### config.mk
export PLATFORM = sky130hd
export DESIGN_NAME = rgb_to_yuv420_converter_core
export DESIGN_NICKNAME = d
export VERILOG_FILES = /design/src/sv/r2yuv_pkg.sv /design/src/sv/rgb_to_yuv420_converter_core.sv
export SDC_FILE = /design/constraint.sdc
export NUM_CORES = 1
export LEC_CHECK = 0
export BUFFER_PORTS_ARGS = -buffer_cell sky130_fd_sc_hd__buf_4
export CAP_MARGIN = 0
export CELL_PAD_IN_SITES_DETAIL_PLACEMENT = 0
export CELL_PAD_IN_SITES_GLOBAL_PLACEMENT = 1
export CORE_AREA = 2 2 168 170
export DETAILED_ROUTE_END_ITERATION = 8
export DIE_AREA = 0 0 170 172
export MAX_ROUTING_LAYER = met4
export PLACE_DENSITY_LB_ADDON = 0.1
export SLEW_MARGIN = 20
export SYNTH_ARGS = -nofsm -noshare
export SYNTH_HDL_FRONTEND = slang
export SYNTH_SLANG_ARGS = --single-unit
### constraint.sdc
create_clock -name clk -period 8.7 [get_ports clk]
set_clock_uncertainty 0.2 [all_clocks]
set_input_delay 1.305 -clock clk [delete_from_list [all_inputs] [get_ports clk]]
set_output_delay 1.305 -clock clk [all_outputs]
set_load 0.02 [all_outputs]
### src/sv/r2yuv_pkg.sv
// ----------------------------------------------------------------------------
// r2yuv_pkg
// Shared constants, register indexes and helpers for the RGB to YUV 4:2:0
// converter core.
// ----------------------------------------------------------------------------
package r2yuv_pkg;

    // Frame size limits and register widths
    localparam int MAX_WIDTH  = 4096;
    localparam int MAX_HEIGHT = 4096;
    localparam int SIZE_W     = 13;
    localparam int COL_W      = $clog2(MAX_WIDTH);
    localparam int ROW_W      = $clog2(MAX_HEIGHT);
    localparam int PIX_W      = 8;
    localparam int CFG_IDX_W  = 4;

    localparam logic [SIZE_W-1:0] MIN_SIZE      = SIZE_W'(2);
    localparam logic [SIZE_W-1:0] MAX_WIDTH_V   = SIZE_W'(MAX_WIDTH);
    localparam logic [SIZE_W-1:0] MAX_HEIGHT_V  = SIZE_W'(MAX_HEIGHT);
    localparam logic [SIZE_W-1:0] RESET_WIDTH   = SIZE_W'(640);
    localparam logic [SIZE_W-1:0] RESET_HEIGHT  = SIZE_W'(480);

    // Configuration register indexes
    typedef enum logic [CFG_IDX_W-1:0] {
        CFG_FRAME_WIDTH  = 4'd0,
        CFG_FRAME_HEIGHT = 4'd1
    } cfg_index_t;

    // Biased color sums: 17 bits of magnitude plus headroom
    localparam int SUM_W = 18;
    localparam logic [SUM_W-1:0] SUM_BIAS = SUM_W'(128 + 32768);

    // Offsets added after the shift (bias of 32768 in the sum, 128 after the shift, removed here)
    localparam logic [8:0] Y_OFFSET = 9'd16;
    localparam logic [8:0] C_OFFSET = 9'd128;

    // Clamp a frame size to 2..max
    function automatic logic [SIZE_W-1:0] clamp_size(
        input logic [SIZE_W-1:0] v,
        input logic [SIZE_W-1:0] hi
    );
        logic [SIZE_W-1:0] r;
        begin
            if (v < MIN_SIZE)
                r = MIN_SIZE;
            else if (v > hi)
                r = hi;
            else
                r = v;
            return r;
        end
    endfunction

    // Drop the low byte, remove the bias, add the offset and saturate
    function automatic logic [PIX_W-1:0] clamp_byte(
        input logic [SUM_W-1:0] s,
        input logic [8:0]       offset
    );
        logic signed [11:0] q;
        logic [PIX_W-1:0]   r;
        begin
            q = $signed({3'b000, s[16:8]}) - 12'sd128 + $signed({3'b000, offset});
            if (q < 12'sd0)
                r = '0;
            else if (q > 12'sd255)
                r = '1;
            else
                r = q[PIX_W-1:0];
            return r;
        end
    endfunction

endpackage

### src/sv/rgb_to_yuv420_converter_core.sv
// ----------------------------------------------------------------------------
// rgb_to_yuv420_converter_core
// Converts a raster stream of RGB24 pixels to BT.601 studio-range YUV with
// 4:2:0 chroma decimation and frame position tracking.
// ----------------------------------------------------------------------------
// Usage:
//   Input channel (in_valid / in_stall, red, green, blue) takes one pixel per
//   request in raster order. Output channel (out_valid / out_stall) returns
//   one result per pixel: luma always, chroma_u / chroma_v with chroma_valid
//   at even column and even row (zero elsewhere), frame_end on the last pixel.
//   A pixel passes the input register, then the color math, then the result
//   register before it shows on the output. Throughput is one pixel per
//   clock while out_stall is low, set by the two-register pipeline (input
//   register, result register) with the color math in between.
//   When the receiver stalls, the result register holds, then the input
//   register fills and in_stall rises; nothing is dropped.
//   Reset empties both stages, zeroes the column and row counters and loads
//   frame_width 640 and frame_height 480. Write frame_width / frame_height
//   through cfg_write, cfg_index, cfg_data only while the stream is idle.
// ----------------------------------------------------------------------------
module rgb_to_yuv420_converter_core
    import r2yuv_pkg::*;
(
    input  logic                 clk,
    input  logic                 rst_n,

    input  logic                 cfg_write,
    input  logic [CFG_IDX_W-1:0] cfg_index,
    input  logic [SIZE_W-1:0]    cfg_data,

    input  logic                 in_valid,
    output logic                 in_stall,
    input  logic [PIX_W-1:0]     red,
    input  logic [PIX_W-1:0]     green,
    input  logic [PIX_W-1:0]     blue,

    output logic                 out_valid,
    input  logic                 out_stall,
    output logic [PIX_W-1:0]     luma,
    output logic [PIX_W-1:0]     chroma_u,
    output logic [PIX_W-1:0]     chroma_v,
    output logic                 chroma_valid,
    output logic                 frame_end
);

    // Configuration registers
    logic [SIZE_W-1:0] width_reg;
    logic [SIZE_W-1:0] height_reg;

    // Position counters
    logic [COL_W-1:0]  col_reg,  col_next;
    logic [ROW_W-1:0]  row_reg,  row_next;

    // Input stage
    logic              s1_valid_reg, s1_valid_next;
    logic [PIX_W-1:0]  s1_red_reg, s1_green_reg, s1_blue_reg;
    logic              s1_cvalid_reg, s1_fend_reg;

    // Result stage
    logic              out_valid_reg, out_valid_next;
    logic [PIX_W-1:0]  luma_reg, cu_reg, cv_reg;
    logic              cvalid_reg, fend_reg;

    // Handshake and control
    logic              in_fire, s1_move, out_free, s1_free;
    logic [SIZE_W-1:0] w_eff, h_eff;
    logic              last_col, last_row, even_pos;

    // Color sums
    logic [SUM_W-1:0]  y_sum, u_sum, v_sum;

    // Pipeline flow: result stage frees when empty or taken
    assign out_free = !out_valid_reg || !out_stall;
    assign s1_move  = s1_valid_reg && out_free;
    assign s1_free  = !s1_valid_reg || out_free;
    assign in_stall = !s1_free;
    assign in_fire  = in_valid && s1_free;

    // Write configuration registers, ignore unknown indexes
    always_ff @(posedge clk or negedge rst_n)
    begin
        if (!rst_n)
        begin
            width_reg  <= RESET_WIDTH;
            height_reg <= RESET_HEIGHT;
        end
        else if (cfg_write)
        begin
            unique case (cfg_index)
                CFG_FRAME_WIDTH:  width_reg  <= cfg_data;
                CFG_FRAME_HEIGHT: height_reg <= cfg_data;
                default:          ;
            endcase
        end
    end

    // Track frame position of the next pixel
    always_comb
    begin
        w_eff    = clamp_size(width_reg,  MAX_WIDTH_V);
        h_eff    = clamp_size(height_reg, MAX_HEIGHT_V);
        last_col = ({1'b0, col_reg} + SIZE_W'(1)) >= w_eff;
        last_row = ({1'b0, row_reg} + SIZE_W'(1)) >= h_eff;
        even_pos = !col_reg[0] && !row_reg[0];
        col_next = col_reg;
        row_next = row_reg;
        if (in_fire)
        begin
            if (last_col)
            begin
                col_next = '0;
                row_next = last_row ? '0 : row_reg + ROW_W'(1);
            end
            else
            begin
                col_next = col_reg + COL_W'(1);
            end
        end
    end

    always_ff @(posedge clk or negedge rst_n)
    begin
        if (!rst_n)
        begin
            col_reg <= '0;
            row_reg <= '0;
        end
        else
        begin
            col_reg <= col_next;
            row_reg <= row_next;
        end
    end

    // Input stage: capture pixel and its position flags
    assign s1_valid_next = in_fire || (s1_valid_reg && !out_free);

    always_ff @(posedge clk or negedge rst_n)
    begin
        if (!rst_n)
            s1_valid_reg <= 1'b0;
        else
            s1_valid_reg <= s1_valid_next;
    end

    always_ff @(posedge clk)
    begin
        if (in_fire)
        begin
            s1_red_reg    <= red;
            s1_green_reg  <= green;
            s1_blue_reg   <= blue;
            s1_cvalid_reg <= even_pos;
            s1_fend_reg   <= last_col && last_row;
        end
    end

    // Biased BT.601 sums, all kept non-negative
    always_comb
    begin
        y_sum = SUM_W'(s1_red_reg) * SUM_W'(66) + SUM_W'(s1_green_reg) * SUM_W'(129)
              + SUM_W'(s1_blue_reg) * SUM_W'(25) + SUM_BIAS;
        u_sum = SUM_W'(s1_blue_reg) * SUM_W'(112) + SUM_BIAS
              - SUM_W'(s1_red_reg) * SUM_W'(38) - SUM_W'(s1_green_reg) * SUM_W'(74);
        v_sum = SUM_W'(s1_red_reg) * SUM_W'(112) + SUM_BIAS
              - SUM_W'(s1_green_reg) * SUM_W'(94) - SUM_W'(s1_blue_reg) * SUM_W'(18);
    end

    // Result stage: clamp and hold until taken
    assign out_valid_next = s1_move || (out_valid_reg && out_stall);

    always_ff @(posedge clk or negedge rst_n)
    begin
        if (!rst_n)
            out_valid_reg <= 1'b0;
        else
            out_valid_reg <= out_valid_next;
    end

    always_ff @(posedge clk)
    begin
        if (s1_move)
        begin
            luma_reg   <= clamp_byte(y_sum, Y_OFFSET);
            cu_reg     <= s1_cvalid_reg ? clamp_byte(u_sum, C_OFFSET) : '0;
            cv_reg     <= s1_cvalid_reg ? clamp_byte(v_sum, C_OFFSET) : '0;
            cvalid_reg <= s1_cvalid_reg;
            fend_reg   <= s1_fend_reg;
        end
    end

    assign out_valid    = out_valid_reg;
    assign luma         = luma_reg;
    assign chroma_u     = cu_reg;
    assign chroma_v     = cv_reg;
    assign chroma_valid = cvalid_reg;
    assign frame_end    = fend_reg;

`ifndef SYNTHESIS
    // A stalled result keeps the input stage parked
    a_s1_hold: assert property (@(posedge clk) disable iff (!rst_n)
        (s1_valid_reg && out_valid_reg && out_stall) |=>
            (s1_valid_reg && $stable(s1_red_reg) && $stable(s1_fend_reg)))
        else $error("input stage lost or changed under output stall");

    // Column advances by one on an accepted pixel that is not last in line
    a_col_step: assert property (@(posedge clk) disable iff (!rst_n)
        (in_fire && !last_col) |=> (col_reg == $past(col_reg) + COL_W'(1)))
        else $error("column counter did not advance");

    // Empty input stage never back-pressures
    a_no_false_stall: assert property (@(posedge clk) disable iff (!rst_n)
        !s1_valid_reg |-> !in_stall)
        else $error("stall raised with empty input stage");

    // Dropped chroma reads as zero
    a_chroma_zero: assert property (@(posedge clk) disable iff (!rst_n)
        (out_valid_reg && !cvalid_reg) |-> (cu_reg == '0 && cv_reg == '0))
        else $error("chroma not zero on a decimated sample");
`endif

endmodule

======== Word-level counts from Yosys, hierarchy flattened ========
Index checks and enable logic that the tools add are counted.
storage, ports and cells
  bits in registers ....................... 104
  bits in latches ......................... 0
  RAM bits ................................ 0
  memory bits (read-only) ................. 0
  input port bits ......................... 46
  word-level logic and storage cells ...... 90
  memories ................................ 0
cells by class
  add/subtract/negate cells ............... 19
  multipliers ............................. 9
  divide/modulo/power cells ............... 0
  $lt $le $gt $ge ......................... 12
  eq/ne operators ......................... 1
  shift-type cells ........................ 0
  multiplexer cells ....................... 9
  bitwise gates (word level) .............. 1
  reduce and logical (&&, ||, !) cells .... 23
operators by type and width
  kind                      number
  $mux W13                  4
  $mul A8 B6 Y14 const B    3
  $add A15 B16 Y17 const B  2
  $sub A17 B15 Y17          2
  $gt A11 B9 Y1 const B     3
  $lt A11 B1 Y1 const B     3
  $sub A9 B8 Y10 const B    3
  $add A12 B1 Y13 const B   2
  $ge A13 B13 Y1            2
  $gt A13 B13 Y1 const B    2
  $lt A13 B2 Y1 const B     2
  $mul A8 B5 Y13 const B    2
  $add A12 B1 Y12 const B   2
  $mux W12                  2
  $mux W8                   3
  $add A10 B9 Y11 const B   2
  $mul A8 B3 Y11 const B    2
  $add A15 B16 Y17          1
  $add A17 B13 Y17          1
  $add A17 B16 Y17 const B  1
  $sub A17 B13 Y17          1
  $sub A17 B14 Y17          1
  $mul A8 B8 Y16 const B    1
  $mul A8 B4 Y12 const B    1
  9 further kinds           26

======== Logic depth before layout (Yosys ltp) ========
Gate-level depths: netlist of the first run.
  depth in word-level cells ............... 8
  mapped depth ............................ 30
  mapped depth without buffers ............ 29

======== Worst setup path after synthesis of the first run ========
OpenSTA, ideal clock, no wires.
  path kind ............................... register to register
  start ................................... register s1_red_reg[2]
  end ..................................... register luma_reg[1] (netlist: luma[1]) (data pin)
  library setup time ...................... 0.158 ns
  arrival time ............................ 7.050 ns
  setup slack ............................. 1.293 ns
  stages on the path, launching flop included .. 31
  path buffers ............................ 1
  path through ............................ edfxtp_1 ha_1 ha_1 ha_1 inv_1 fa_1 inv_1 fa_1 inv_1 fa_1 inv_1 fa_1 inv_1 fa_1 inv_1 ha_1 nand2_1 a2bb2oi_2 nand2_1 a2111o_1 and2_1 buf_6 inv_1 ha_1 inv_1 or3_1 or4_1 o221ai_1 a32oi_1 a2bb2oi_4 o211ai_1
between the ends
  longest elaborated chain between the ends .. 8
  elaborated cells between the ends (all ways) .. 9
  those cells by class .................... add/sub (5); mul (1); order compare (2); mux (1)
RTL lines
  what                      RTL line                             source
  start: declaration        rgb_to_yuv420_converter_core.sv:56   logic [PIX_W-1:0] s1_red_reg, s1_green_reg, s1_blue_reg;
  start signal: assignment  rgb_to_yuv420_converter_core.sv:150  s1_red_reg <= red;
  $mul A8 B6 Y14 (*)        rgb_to_yuv420_converter_core.sv:161  y_sum = SUM_W'(s1_red_reg) * SUM_W'(66) + SUM_W'(s1_green_reg) * SUM_W'(129)
  $add A15 B16 Y17 (*)      rgb_to_yuv420_converter_core.sv:161
  $add A17 B13 Y17 (*)      rgb_to_yuv420_converter_core.sv:162  + SUM_W'(s1_blue_reg) * SUM_W'(25) + SUM_BIAS;
  $add A17 B16 Y17 (*)      rgb_to_yuv420_converter_core.sv:162
  $sub A9 B8 Y10 (*)        r2yuv_pkg.sv:62                      q = $signed({3'b000, s[16:8]}) - 12'sd128 + $signed({3'b000, offset});
  $add A10 B6 Y11 (*)       r2yuv_pkg.sv:62
  $gt A11 B9 Y1             r2yuv_pkg.sv:65                      else if (q > 12'sd255)
  $mux W8                   r2yuv_pkg.sv:65
  end signal: assignment    rgb_to_yuv420_converter_core.sv:184  luma_reg <= clamp_byte(y_sum, Y_OFFSET);
  end: declaration          rgb_to_yuv420_converter_core.sv:61   logic [PIX_W-1:0] luma_reg, cu_reg, cv_reg;
Mark *: on every way between the ends. The rest lies on a longest branch, timed or not.
A chain may end at the register's enable or synchronous reset.

======== Final worst setup path of the first run ========
  start ................................... register s1_red_reg[2]
  end ..................................... register luma_reg[4] (netlist: luma[4]) (data pin)
Same word-level chain as after synthesis.

==> impl_metrics.py, run 1 <==
metrics = {
    "run_status": {
        "status": "complete, no violations",
    },
    "detailed_routing": {
        "wl_met3_um": 829,
        "routed_wl_um": 28430,
        "dr.pass1.iters": 5,
        "vias": 8996,
        "routed-wl-met2_um": 13180,
        "top_layer": "met4",
        "postRouteAntennaNets": 0,
        "avgRoutedWirePerCell_um": 16.66,
        "routed_via_density": 5.270,
        "drcViolationCount": 0,
        "wl_met1_um": 14190,
        "first_iter_violations": 494,
    },
    "synth": {
        "syn_avg_cell_area_sq_um": 9.943,
        "synth-adder-area-share_pct": 39.27,
        "synth_enable_flop_cells": 52,
        "seq_area_frac_synth_pct": 22.62,
        "synth_fp_nets": 1668,
        "synth_top_family_by_area": "adder cells",
        "synth_xor_xnor_area_share_pct": 5.917,
        "synth_top_cell_area_share_pct": 25.54,
        "synth_mux_area_share_pct": 2.554,
        "synthSimpleGateAreaFrac_pct": 9.970,
        "ys_seq_elements": 104,
        "yosys.area.top_type": "ha_1",
        "synth_area_leaders": "ha_1 (26%), fa_1 (14%), edfxtp_1 (12%)",
        "synth-main-ff-cell": "edfxtp_1",
        "syn_inst": 1276,
        "ys_types": 76,
        "synth_area_sq_mm": 0.01269,
        "synth-compound-area-share_pct": 12.64,
        "yosysWarnings": 0,
        "ys_async_sr_fraction_pct": 50.00,
    },
    "global_route": {
        "grt_pass1_vias": 9065,
        "overflow": 0,
        "grt.total_usage_pct": 21.34,
        "grt_max_degree": 53,
        "grt_first_pass_wirelength_um": 47240,
        "antenna_found_initial": 0,
    },
    "pwr": {
        "ir_worst_vdd_uv": 246.3,
        "p_leak_nw": 7.063,
        "finalPower_mw": 5.459,
        "cellPowerDensity_mw_per_mm2": 389.9,
    },
    "finish": {
        "drive_above_1_share_pct": 11.18,
        "area_delta_synth_final_pct": 10.35,
        "layoutNonFillerInstCount": 1707,
        "postLayoutCellArea_sq_mm": 0.01400,
        "final_nets": 1747,
        "fin_util_pct": 50.96,
    },
    "clock_network": {
        "cts.sinks": 104,
        "htreeDepth": 3,
        "cts_setup_buffers": 0,
        "cts_tree": "built",
        "cts_buffers": 9,
        "cts_root_buf": "clkbuf_16",
        "cts_hold_buffers": 0,
        "path_clk_slew_ns": 0.09,
        "insertion_delay_ns": 0.37,
        "clockBufferDepth": 2,
        "cts_resized": 0,
    },
    "critical_path": {
        "path_delay_family": "adder cells",
        "arrival_ns": 7.86,
        "cpPeakStageDelay_ns": 0.57,
        "r2r_setup_slack_ns": 0.87,
        "cp-end-kind": "register",
        "crit_top_cell": "inv_1",
        "worstSetupStartpointType": "register",
        "critical_path_class": "register to register",
        "r2r_cells": 29,
        "path_buf_inv": 8,
        "required_ns": 8.72,
        "reg2reg_to": "luma[4]",
        "cp_max_fo": 8,
        "crit_end": "luma[4]",
        "crit_cells": 29,
        "slowest_stage": "edfxtp_1",
        "worstSetupStartpoint": "s1_red_reg[2]",
        "timing.rr.start": "s1_red_reg[2]",
    },
    "die": {
        "core-area_sq_mm": 0.02748,
        "ios": 74,
        "initial_core_util_pct": 46.17,
        "dieArea_sq_mm": 0.02924,
        "die_y_um": 172,
        "dieWidth_um": 170,
        "std_cell_rows": 61,
    },
    "sta": {
        "slew_headroom_pct": 33.53,
        "max_freq_ghz": 0.1277,
        "final_max_slew_viol_count": 0,
        "fin_hold_ws_ns": 0.2444,
        "timing.final.ws_setup_ns": 0.8662,
        "tightest_slew_ns": 0.9946,
        "setup_violations": 0,
        "fin_crit_ns": 7.834,
        "fin_crit_sh_pct": 90.04,
        "rsz0062_at_grt": "false",
        "finalHoldViolCount": 0,
        "setup_tns_ns": 0,
    },
    "flow_run": {
        "maxCapViolCount": 0,
    },
    "worst_hold_path": {
        "hold_class": "register to register",
        "holdCritStartpoint": "s1_fend_reg",
    },
    "placed_design": {
        "routabilityCongestion": 0.8442,
        "port_buffers": 73,
        "post-dp-hpwl_um": 23640,
        "dp_cells": 1690,
        "post_dp_cell_area_sq_mm": 0.01367,
        "pre_cts_ws_ns": 0.8848,
    },
}
==> placed cells by master (no fill, tap or decap), types with 11 or more instances in the layout <==
cell type	n
xor2_1	28
nand2_1	70
o21a_1	19
nand2b_1	21
nor2b_1	13
xnor2_1	54
o21ai_0	44
edfxtp_1	52
ha_1	259
mux2_2	27
a21oi_1	53
and3_1	15
o21bai_1	14
inv_1	222
fa_1	87
buf_4	79
nor3_1	11
nor2_1	36
dfrtp_1	46
nand3_1	28
a21o_1	24
==> cell families (layout without fill, tap and decap cells) <==
logic type | count (synthesis) | in the layout
AO/OA/AOI/OAI | 234 | 234
flip-flops | 104 | 104
adder cells (fa/ha/maj) | 346 | 346
buffers and inverters | 233 | 317
multiplexers | 29 | 29
other | 0 | 1
AND/OR/NAND/NOR | 246 | 246
XOR/XNOR | 84 | 84
==> final cells by class <==
cell class,instances,area [sq um]
Clock inverter,7,96.34
Fill cell,2582,13480
Tap cell,346,432.9
Inverter,222,833.3
Antenna cell,1,2.502
Clock buffer,9,225.2
Multi-Input combinational cell,939,8947
Timing Repair Buffer,79,593.1
Sequential cell,104,2870
==> worst min path at each step <==
stage           endpoint  slack (ns)  cells past startpoint
2_1_floorplan  frame_end        0.20                      0
3_5_place_dp   frame_end        0.22                      0
4_1_cts        frame_end        0.24                      0
3_3_place_gp   frame_end        0.22                      0
5_1_grt        frame_end        0.26                      0
6_report       frame_end        0.24                      0
==> report_power, final <==
| part | switching (mW) | internal [mW] | leakage (nW) |
|---|---|---|---|
| clock network | 0.232 | 0.214 | 0.156 |
| logic | 2.29 | 1.89 | 5.75 |
| registers | 0.0986 | 0.737 | 1.16 |
| total | 2.62 | 2.84 | 7.06 |
==> metal layers <==
metal	vias up	global-route usage, %
met4	0	3.084
met3	17	2.586
li1	4558	-
met1	4302	29.54
met2	119	34.59
met5	-	-
==> synthesized netlist by cell type (9+ instances only) <==
cell / instances
ha_1: 259
inv_1: 222
fa_1: 87
nand2_1: 70
a21oi_1: 54
xnor2_1: 54
edfxtp_1: 52
dfrtp_1: 46
o21ai_0: 44
nor2_1: 36
nand3_1: 28
xor2_1: 28
mux2_2: 27
a21o_1: 24
nand2b_1: 21
o21a_1: 19
and3_1: 15
o21bai_1: 14
nor2b_1: 13
nor3_1: 11
a22o_1: 9
and2_1: 9
==> worst register-to-register path: cells and delay by family (launching register included) <==
family | cells | cell delay [ns]
AND/OR/NAND/NOR | 5 | 1.23
flip-flops | 1 | 0.57
adder cells (fa/ha/maj) | 10 | 4.08
AO/OA/AOI/OAI | 6 | 1.16
buffers and inverters | 8 | 0.46
(Power assumes the default switching activity.)
==> run 2: changes to the inputs <==
--- a/config.mk
+++ b/config.mk
@@ -5,13 +5,15 @@
 export SDC_FILE = /design/constraint.sdc
 export NUM_CORES = 1
 export LEC_CHECK = 0
+export ABC_AREA = 1
+export ABC_CLOCK_PERIOD_IN_PS = 8700
 export BUFFER_PORTS_ARGS = -buffer_cell sky130_fd_sc_hd__buf_4
 export CAP_MARGIN = 0
 export CELL_PAD_IN_SITES_DETAIL_PLACEMENT = 0
 export CELL_PAD_IN_SITES_GLOBAL_PLACEMENT = 1
-export CORE_AREA = 2 2 168 170
+export CORE_AREA = 2 2 166 168
 export DETAILED_ROUTE_END_ITERATION = 8
-export DIE_AREA = 0 0 170 172
+export DIE_AREA = 0 0 168 170
 export MAX_ROUTING_LAYER = met4
 export PLACE_DENSITY_LB_ADDON = 0.1
 export SLEW_MARGIN = 20
==> run 2 against run 1 <==
Net effect:
- sequential cell count unchanged
- first-iteration DRC count down 15%
- highest routed layer unchanged
- via count grew 9.7%
- design area grew 2.1%
- worst hold slack improved by 0.0098 ns
- fmax increased by 14%
- die area shrank 2.3%
- register-to-register slack better by 0.95 ns
- core utilization grew 2.7 points
- critical path type unchanged
- final cell count increased by 14%
==> impl_metrics.py, run 2 <==
metrics = {
    "run_status": {
        "status": "complete, no violations",
    },
    "global_route": {
        "grt.total_usage_pct": 22.65,
        "grt_first_pass_wirelength_um": 50040,
        "overflow": 0,
        "grt_pass1_vias": 10050,
        "antenna_found_initial": 0,
        "grt_max_degree": 53,
    },
    "detailed_routing": {
        "routed_via_density": 5.068,
        "routed_wl_um": 29670,
        "vias": 9872,
        "drcViolationCount": 0,
        "dr.pass1.iters": 4,
        "first_iter_violations": 419,
        "avgRoutedWirePerCell_um": 15.23,
        "postRouteAntennaNets": 0,
    },
    "clock_network": {
        "cts.sinks": 104,
        "cts_resized": 0,
        "insertion_delay_ns": 0.36,
        "cts_tree": "built",
        "clockBufferDepth": 2,
        "cts_buffers": 9,
        "cts_root_buf": "clkbuf_16",
        "cts_hold_buffers": 0,
        "path_clk_slew_ns": 0.09,
        "htreeDepth": 3,
        "cts_setup_buffers": 0,
    },
    "finish": {
        "area_delta_synth_final_pct": 9.895,
        "layoutNonFillerInstCount": 1948,
        "mostFrequentLayoutCells": "inv_1 (325), ha_1 (259), nand2_1 (248)",
        "final.fill_count": 2572,
        "final_nets": 1994,
        "diodes": 0,
        "final_common_cell": "inv_1",
        "fin_util_pct": 53.65,
        "drive_above_1_share_pct": 9.272,
    },
    "critical_path": {
        "arrival_ns": 6.81,
        "r2r_cells": 27,
        "critical_path_class": "register to register",
        "cp_max_fo": 8,
        "cp-end-kind": "register",
        "required_ns": 8.63,
        "worstSetupStartpointType": "register",
    },
    "synth": {
        "synth.most_common_cell": "inv_1",
        "syn_inst": 1526,
        "synth_enable_flop_cells": 52,
        "syn_avg_cell_area_sq_um": 8.526,
        "synth-main-ff-cell": "edfxtp_1",
        "yosys.area.top_type": "ha_1",
        "ys_top_cells_by_count": "inv_1 (325), ha_1 (259), nand2_1 (248)",
        "ys_types": 49,
        "synth_fp_nets": 1918,
        "synth_area_sq_mm": 0.01301,
        "seq_area_frac_synth_pct": 22.06,
        "yosysWarnings": 0,
        "ys_seq_elements": 104,
        "synth_area_leaders": "ha_1 (25%), fa_1 (13%), edfxtp_1 (12%)",
        "synth_top_cell_area_share_pct": 24.91,
        "ys_async_sr_fraction_pct": 50.00,
    },
    "sta": {
        "fin_crit_ns": 6.881,
        "setup_tns_ns": 0,
        "tightest_slew_ns": 0.8929,
        "finalHoldViolCount": 0,
        "final_max_slew_viol_count": 0,
        "fin_crit_sh_pct": 79.09,
        "slew_headroom_pct": 40.34,
        "setup_violations": 0,
        "fin_hold_ws_ns": 0.2541,
        "max_freq_ghz": 0.1453,
        "rsz0062_at_grt": "false",
    },
    "flow_run": {
        "maxCapViolCount": 0,
    },
    "die": {
        "std_cell_rows": 60,
        "dieArea_sq_mm": 0.02856,
        "dieWidth_um": 168,
        "die_y_um": 170,
        "ios": 74,
        "initial_core_util_pct": 48.82,
        "core-area_sq_mm": 0.02665,
    },
    "placed_design": {
        "dp_cells": 1932,
        "routabilityCongestion": 0.8703,
        "port_buffers": 73,
        "post-dp-hpwl_um": 24350,
    },
    "worst_hold_path": {
        "hold_class": "register to register",
        "min_path_cells": 0,
    },
}
==> run 2: metal layers <==
layer | vias up | track usage (%) | part of all wire [%] | wire length (um)
met5 | - | - | 0 | 0
met4 | 0 | 3.327 | 0.82 | 244
met3 | 16 | 2.953 | 3.5 | 1050
met2 | 113 | 38.30 | 48 | 14150
met1 | 4658 | 29.85 | 48 | 14230
li1 | 5085 | - | - | -
==> run 2: cell families (layout without fill, tap and decap cells) <==
family                   after synthesis  after routing  synth area share (%)
buffers and inverters                343            424                 9.914
XOR/XNOR                              76             76                 5.174
flip-flops                           104            104                 22.06
adder cells (fa/ha/maj)              346            346                 38.29
AO/OA/AOI/OAI                        213            213                 9.059
AND/OR/NAND/NOR                      444            444                 15.50
==> run 2: critical path: stages, from the launching register on <==
cell and delay (ns):
edfxtp_1 0.55, inv_1 0.18, fa_1 0.56, inv_1 0.05, ha_1 0.30, fa_1 0.58
inv_1 0.07, fa_1 0.48, o31ai_1 0.38, nand3_1 0.12, nand2_1 0.12, a21oi_1 0.07
nor2_1 0.09, nor2_1 0.06, xnor2_1 0.14, fa_1 0.54, inv_1 0.04, ha_1 0.31
ha_1 0.34, nand2_1 0.10, nor3_1 0.28, nand3_1 0.16, nand2_1 0.12, a21oi_1 0.09
xor2_1 0.53, nand2_1 0.11, nand2_1 0.08, inv_1 0.04
==> run 2: through the flow <==
step	cell area, sq um	worst slack [ns]
after detailed placement	13980	1.886
final	14300	1.819
after global placement	13980	1.940
after floorplan	13010	2.311
after global routing	14300	1.295
after CTS	14300	1.834
==> run 2: final cells by class <==
type / count / area (sq um) / area share (%)
clock inverter: 7 / 96.34 / 0.6738
timing repair buffer: 76 / 570.5 / 3.990
tap: 341 / 426.7 / 2.984
sequential: 104 / 2870 / 20.07
inverter: 332 / 1247 / 8.724
multi-input combinational: 1079 / 8862 / 61.98
clock buffer: 9 / 225.2 / 1.575
==> run 2: worst paths after layout <==
path / from / end / slack [ns]
setup / recovery: s1_green_reg[2] / chroma_v[1] / 1.82
max in group asynchronous: rst_n / col_reg[4] / 7.08
hold / removal: s1_fend_reg / frame_end / 0.25
hold reg to reg: s1_fend_reg / frame_end / 0.25
min in group asynchronous: rst_n / row_reg[7] / 0.76
setup reg to reg: s1_green_reg[2] / chroma_v[1] / 1.82
Power of run 2 is left out: the tool's default activity adds up to more than one toggle a clock period on the data nets, which glitch-free logic cannot reach.
